### src/rtl/adf_pkg.sv
`timescale 1ns / 1ps
`default_nettype none

package adf_pkg;

	// fixed field widths
	localparam int SAMPLE_W  = 16;
	localparam int COEF_W    = 16;
	localparam int CFG_W     = 9;
	localparam int IDX_W     = 8;
	localparam int HDR_W     = 8;
	localparam int DATA_W    = 64;
	localparam int RES_W     = 19;  // 4-bit residual shifted left by up to 15
	localparam int PROD_W    = 32;
	localparam int ACC_W     = 33;
	localparam int Q_SHIFT   = 11;
	localparam int VAL_W     = ACC_W - Q_SHIFT + 1;

	localparam int FRAME_N   = 16;
	localparam int CNT_W     = 4;
	localparam int BOOK_SPAN = 256;  // reach of an 8-bit codebook index

	// stream payload
	localparam int IN_W      = 136;
	localparam int OUT_W     = 16;

	localparam logic OP_COEF  = 1'b0;
	localparam logic OP_FRAME = 1'b1;

	localparam logic [1:0] START_KEEP = 2'd0;
	localparam logic [1:0] START_ZERO = 2'd1;
	localparam logic [1:0] START_LOOP = 2'd2;

	localparam logic signed [SAMPLE_W-1:0] SAT_MAX = 16'sh7FFF;
	localparam logic signed [SAMPLE_W-1:0] SAT_MIN = -16'sh8000;

	// one sample slot leaving the issue stage
	typedef struct packed {
		logic                    vld;
		logic                    first;
		logic                    second;
		logic                    last;
		logic                    ovr;    // history comes from the init values
		logic                    c0_ok;
		logic                    c1_ok;
		logic signed [RES_W-1:0] res;
	} issue_t;

	typedef struct packed {
		logic                       vld;
		logic                       last;
		logic signed [SAMPLE_W-1:0] sample;
	} dp_out_t;

endpackage

`default_nettype wire

### src/rtl/adf_sample_dp.sv
`timescale 1ns / 1ps
`default_nettype none

module adf_sample_dp (
	input  wire logic                                clk,
	input  wire logic                                arst_n,
	input  wire logic                                adv,
	input  wire adf_pkg::issue_t                     iss,
	input  wire logic signed [adf_pkg::COEF_W-1:0]   c0_raw,
	input  wire logic signed [adf_pkg::COEF_W-1:0]   c1_raw,
	input  wire logic signed [adf_pkg::SAMPLE_W-1:0] r_init,
	input  wire logic signed [adf_pkg::SAMPLE_W-1:0] o_init,
	output adf_pkg::dp_out_t                         dout
);
	import adf_pkg::*;

	issue_t                     iss_s1, iss_s2;
	logic signed [COEF_W-1:0]   c0_s2;
	logic signed [PROD_W-1:0]   p2_s2;
	logic signed [SAMPLE_W-1:0] hr_q, ho_q;

	logic signed [COEF_W-1:0]   c0, c1;
	logic signed [SAMPLE_W-1:0] h2_op, h1_op;
	logic signed [PROD_W-1:0]   p2, m0;
	logic signed [ACC_W-1:0]    acc;
	logic signed [VAL_W-1:0]    val;
	logic signed [SAMPLE_W-1:0] sat;

	// s1: coefficients arrive; older tap product is formed here and registered for s2
	assign c0 = iss_s1.c0_ok ? c0_raw : '0;
	assign c1 = iss_s1.c1_ok ? c1_raw : '0;

	// sample k-2 is hr_q while s2 holds sample k-1, else it sits in ho_q
	always_comb begin
		if (iss_s1.ovr && iss_s1.first) begin
			h2_op = o_init;
		end else if (iss_s1.ovr && iss_s1.second) begin
			h2_op = r_init;
		end else if (iss_s2.vld) begin
			h2_op = hr_q;
		end else begin
			h2_op = ho_q;
		end
	end

	assign p2 = c1 * h2_op;

	// s2: recent tap, floor shift, residual, saturate
	assign h1_op = (iss_s2.ovr && iss_s2.first) ? r_init : hr_q;
	assign m0    = c0_s2 * h1_op;
	assign acc   = ACC_W'(m0) + ACC_W'(p2_s2);
	assign val   = VAL_W'($signed(acc[ACC_W-1:Q_SHIFT])) + VAL_W'(iss_s2.res);

	always_comb begin
		if (val > VAL_W'(SAT_MAX)) begin
			sat = SAT_MAX;
		end else if (val < VAL_W'(SAT_MIN)) begin
			sat = SAT_MIN;
		end else begin
			sat = val[SAMPLE_W-1:0];
		end
	end

	assign dout.vld    = iss_s2.vld;
	assign dout.last   = iss_s2.last;
	assign dout.sample = sat;

	always_ff @(posedge clk or negedge arst_n) begin
		if (!arst_n) begin
			iss_s1 <= '0;
			iss_s2 <= '0;
			hr_q   <= '0;
			ho_q   <= '0;
		end else if (adv) begin
			iss_s1 <= iss;
			iss_s2 <= iss_s1;
			if (iss_s2.vld) begin
				hr_q <= sat;
				ho_q <= h1_op;
			end
		end
	end

	always_ff @(posedge clk) begin
		if (adv) begin
			c0_s2 <= c0;
			p2_s2 <= p2;
		end
	end

endmodule

`default_nettype wire

### config.mk
export PLATFORM = sky130hd
export DESIGN_NAME = adf_sample_dp
export DESIGN_NICKNAME = d
export VERILOG_FILES = /design/src/rtl/adf_pkg.sv /design/src/rtl/adf_sample_dp.sv
export SDC_FILE = /design/constraint.sdc
export NUM_CORES = 2
export LEC_CHECK = 0
export ABC_AREA = 0
export BUFFER_PORTS_ARGS = -buffer_cell sky130_fd_sc_hd__buf_2
export CAP_MARGIN = 30
export CORE_AREA = 2 2 241 480
export CTS_BUF_LIST = sky130_fd_sc_hd__clkbuf_8 sky130_fd_sc_hd__clkbuf_16
export CTS_CLUSTER_DIAMETER = 150
export CTS_CLUSTER_SIZE = 40
export DETAILED_ROUTE_END_ITERATION = 6
export DIE_AREA = 0 0 243 482
export MAX_ROUTING_LAYER = met4
export PLACE_DENSITY = 0.37
export SYNTH_ARGS = -nofsm -noshare
export SYNTH_HDL_FRONTEND = slang
export SYNTH_SLANG_ARGS = --single-unit
### constraint.sdc
create_clock -name clk -period 23.4 [get_ports clk]
set_input_delay 1.17 -clock clk [delete_from_list [all_inputs] [get_ports clk]]
set_output_delay 1.17 -clock clk [all_outputs]
set_load 0.01 [all_outputs]
==> metrics.csv <==
stage;metric;value;unit
routing;drt-initial-drc-count;773;
clocking;clk_latency;480;ps
synthesis;synth.avg_cell_area;9.52;µm²
worst_setup_path;r2r_start;iss_s2[24]$_DFFE_PN0P_;
worst_setup_path;cp_slowest_stage_delay;740;ps
clocking;clkSinkCount;129;
cells_and_area;syn2layout_area_growth;11.1;%
sta;slew_viol_final;0;
worst_setup_path;regToRegEndpoint;hr_q[0]$_DFFE_PN0P_;
synthesis;synth_area;27000;µm²
floorplan;top_level_ports;111;
sta;rsz0062_at_grt;no;
global_route;grtUsageTotal;17.0;%
synthesis;synth-main-ff-cell;dfrtp_1;
cells_and_area;fillers;12449;
cells_and_area;drive_above_1_share;9.12;%
floorplan;core_area;113000;µm²
global_route;grt_max_degree;52;
worst_setup_path;critPathSlowestCell;o31ai_4;
sta;hold_viol;0;
clocking;cts_tree;yes;
synthesis;yosys_warnings;0;
routing;ant_nets;0;
synthesis;yosysSeqAreaShare;12.9;%
global_route;overflow;0;
global_route;grt_pass1_wl;140000;µm
synthesis;postSynthCellCount;2833;
place;port_buffers;110;
clocking;clk_path_buf_depth;2;
status;status;finished, final reports clean;
routing;routed_wl;94500;µm
cells_and_area;fin_nets;3751;
sta;period_needed;12680;ps
cells_and_area;final_cell_mix;inv_1, fa_1, nand2_1;
flow_run;drv_cap;0;
sta;tightest_slew;1090;ps
sta;setup_viol;0;
sta;post-route-period-util;54.2;%
routing;viasPerCell;4.36;
synthesis;synth_cell_types;59;
synthesis;async_flop_share;62.8;%
clocking;hold_buffers;0;
place;hpwl;80600;µm
routing;first_pass_iters;5;
worst_setup_path;ff2ff_setup_slack;12450;ps
worst_setup_path;path_max_fanout;19;
routing;vias;19240;
worst_setup_path;critPathLaunch;iss_s2[24]$_DFFE_PN0P_;
floorplan;initial_core_util;23.8;%
routing;drc;0;
synthesis;syn-num-nets;3690;
synthesis;synth_top_area_share;41.6;%
cells_and_area;regArea;3470;µm²
floorplan;rows;175;
place;gp_congestion;0.867;
worst_setup_path;cp_common_cell;fa_1;
synthesis;ys_seq_elements;129;
sta;max_freq;0.0788;GHz
clocking;numCtsBuffers;17;
synthesis;synthTopCellsByArea;fa_1, ha_1, inv_1, dfrtp_1, edfxtp_1;
worst_hold_path;hp-class;reg2reg;
worst_setup_path;rr_worst_depth;33;
worst_setup_path;crit_path_start_kind;register;
worst_setup_path;crit_path_end_kind;output port;
floorplan;die_y;482;µm
sta;fin_tns_setup;0;ps
global_route;antenna_found_initial;6;
floorplan;dieWidth;243;µm
floorplan;die_area;117000;µm²
global_route;grt_pass1_vias;21718;
clocking;clockRootBuffer;clkbuf_16;
clocking;htree_levels;4;
cells_and_area;multiInputGateArea;20800;µm²
synthesis;yosys.area.top_type;fa_1;
clocking;cts_setup_buffers;0;
sta;fin_worst_skew;15.9;ps
worst_setup_path;required;22230;ps
worst_setup_path;worst-setup-path-type;reg2out;
worst_setup_path;cp.arrival;11510;ps
clocking;cts_resized;0;
synthesis;synth_enable_flop_cells;48;
routing;avgRoutedWirePerCell;21.4;µm
worst_setup_path;setup.worst_path.end;dout[14];
clocking;cts.clk_slew.worst_paths;80;ps
cells_and_area;final_common_cell;inv_1;
sta;slew_headroom;27.6;%
-- sequential cells by signal, summed over array words and instances (netlist names) --
| signal | count |
|---|---|
| p2_s2 | 32 |
| iss_s2 | 21 |
| hr_q | 16 |
| c0_s2 | 16 |
| ho_q | 16 |
| iss_s1 | 26 |
| dout | 2 |
-- layout make-up --
class	instances	share of cell area (%)
diodes	2	0.0167
clock buffers	17	1.42
clock inverters	15	0.635
inverters	625	7.83
multi-input cells	1975	69.3
flip-flops and latches	129	11.6
well taps	1504	6.28
repair buffers	146	2.90
-- logic make-up (layout without fill, tap and decap cells) --
| family | after synthesis | in the layout | share of synthesized area, % |
|---|---|---|---|
| and+or+nand+nor | 790 | 790 | 13.4 |
| other | 0 | 2 | 0 |
| muxes | 83 | 83 | 3.35 |
| adders and majority gates | 764 | 764 | 51.1 |
| AOI/OAI and AO/OA | 256 | 256 | 6.36 |
| DFF | 129 | 129 | 12.9 |
| xor gates and xnor gates | 82 | 82 | 2.69 |
| buffers and inverters | 729 | 803 | 10.2 |
-- per-layer routing --
metal,share of wire (%),wire length [µm],global-route usage [%],vias up
met2,60,56500,34.8,312
met3,2.1,1940,1.34,116
met5,0,0,-,-
met4,4.7,4420,7.38,0
li1,-,-,-,8724
met1,34,31700,15.8,10088
-- worst min-delay path by stage --
stage                     depth (start not counted)                    to                 start
final                                             2   ho_q[9]$_DFFE_PN0P_   ho_q[9]$_DFFE_PN0P_
after global routing                              2  ho_q[14]$_DFFE_PN0P_  ho_q[14]$_DFFE_PN0P_
after CTS                                         2   ho_q[8]$_DFFE_PN0P_   ho_q[8]$_DFFE_PN0P_
after detailed placement                          2  ho_q[10]$_DFFE_PN0P_  ho_q[10]$_DFFE_PN0P_
after global placement                            2   ho_q[8]$_DFFE_PN0P_   ho_q[8]$_DFFE_PN0P_
after floorplan                                   2  ho_q[10]$_DFFE_PN0P_  ho_q[10]$_DFFE_PN0P_
-- worst max-delay path: cells and delay by family, from the launching register on --
kind / cells / cell delay, ps
AO/OA/AOI/OAI: 15 / 4390
adder cells (fa/ha/maj): 8 / 3730
AND/OR/NAND/NOR: 2 / 830
multiplexers: 1 / 660
XOR/XNOR: 2 / 500
buffers and inverters: 6 / 460
flip-flops: 1 / 410
-- synthesized netlist by cell type, drive strengths merged, types with 2 or more instances --
cell type,instances
a311oi,6
o311ai,8
o2111ai,3
a21oi,64
o21bai,6
o211ai,3
nor4,3
a221oi,4
mux2i,25
inv,625
buf,18
or2,9
or4,4
nand3,19
or3,2
nand2,364
edfxtp,48
ha,203
a31oi,13
o21ai,60
and3,16
fa,561
o21a,21
mux2,58
nor3,15
nor2,153
nand4,5
dfrtp,81
nand2b,19
clkbuf,86
xnor2,54
a21boi,3
a211o,4
and2,116
a21o,33
a211oi,11
o31ai,8
xor2,28
nor2b,64
-- through the flow --
stage	worst slack, ps	hold slack (ps)	util, %	cells	cell area, µm²
6_report	10720	478	26.4	4413	30000
5_1_grt	10000	512	26.4	4413	30000
4_1_cts	10680	480	26.4	4408	29900
3_5_place_dp	10870	462	25.8	4376	29300
3_3_place_gp	10970	458	25.8	4373	29200
2_1_floorplan	12540	445	-	2833	27000
Power is left out: the tool's default activity adds up to more than one toggle a clock period on the data nets, which glitch-free logic cannot reach.
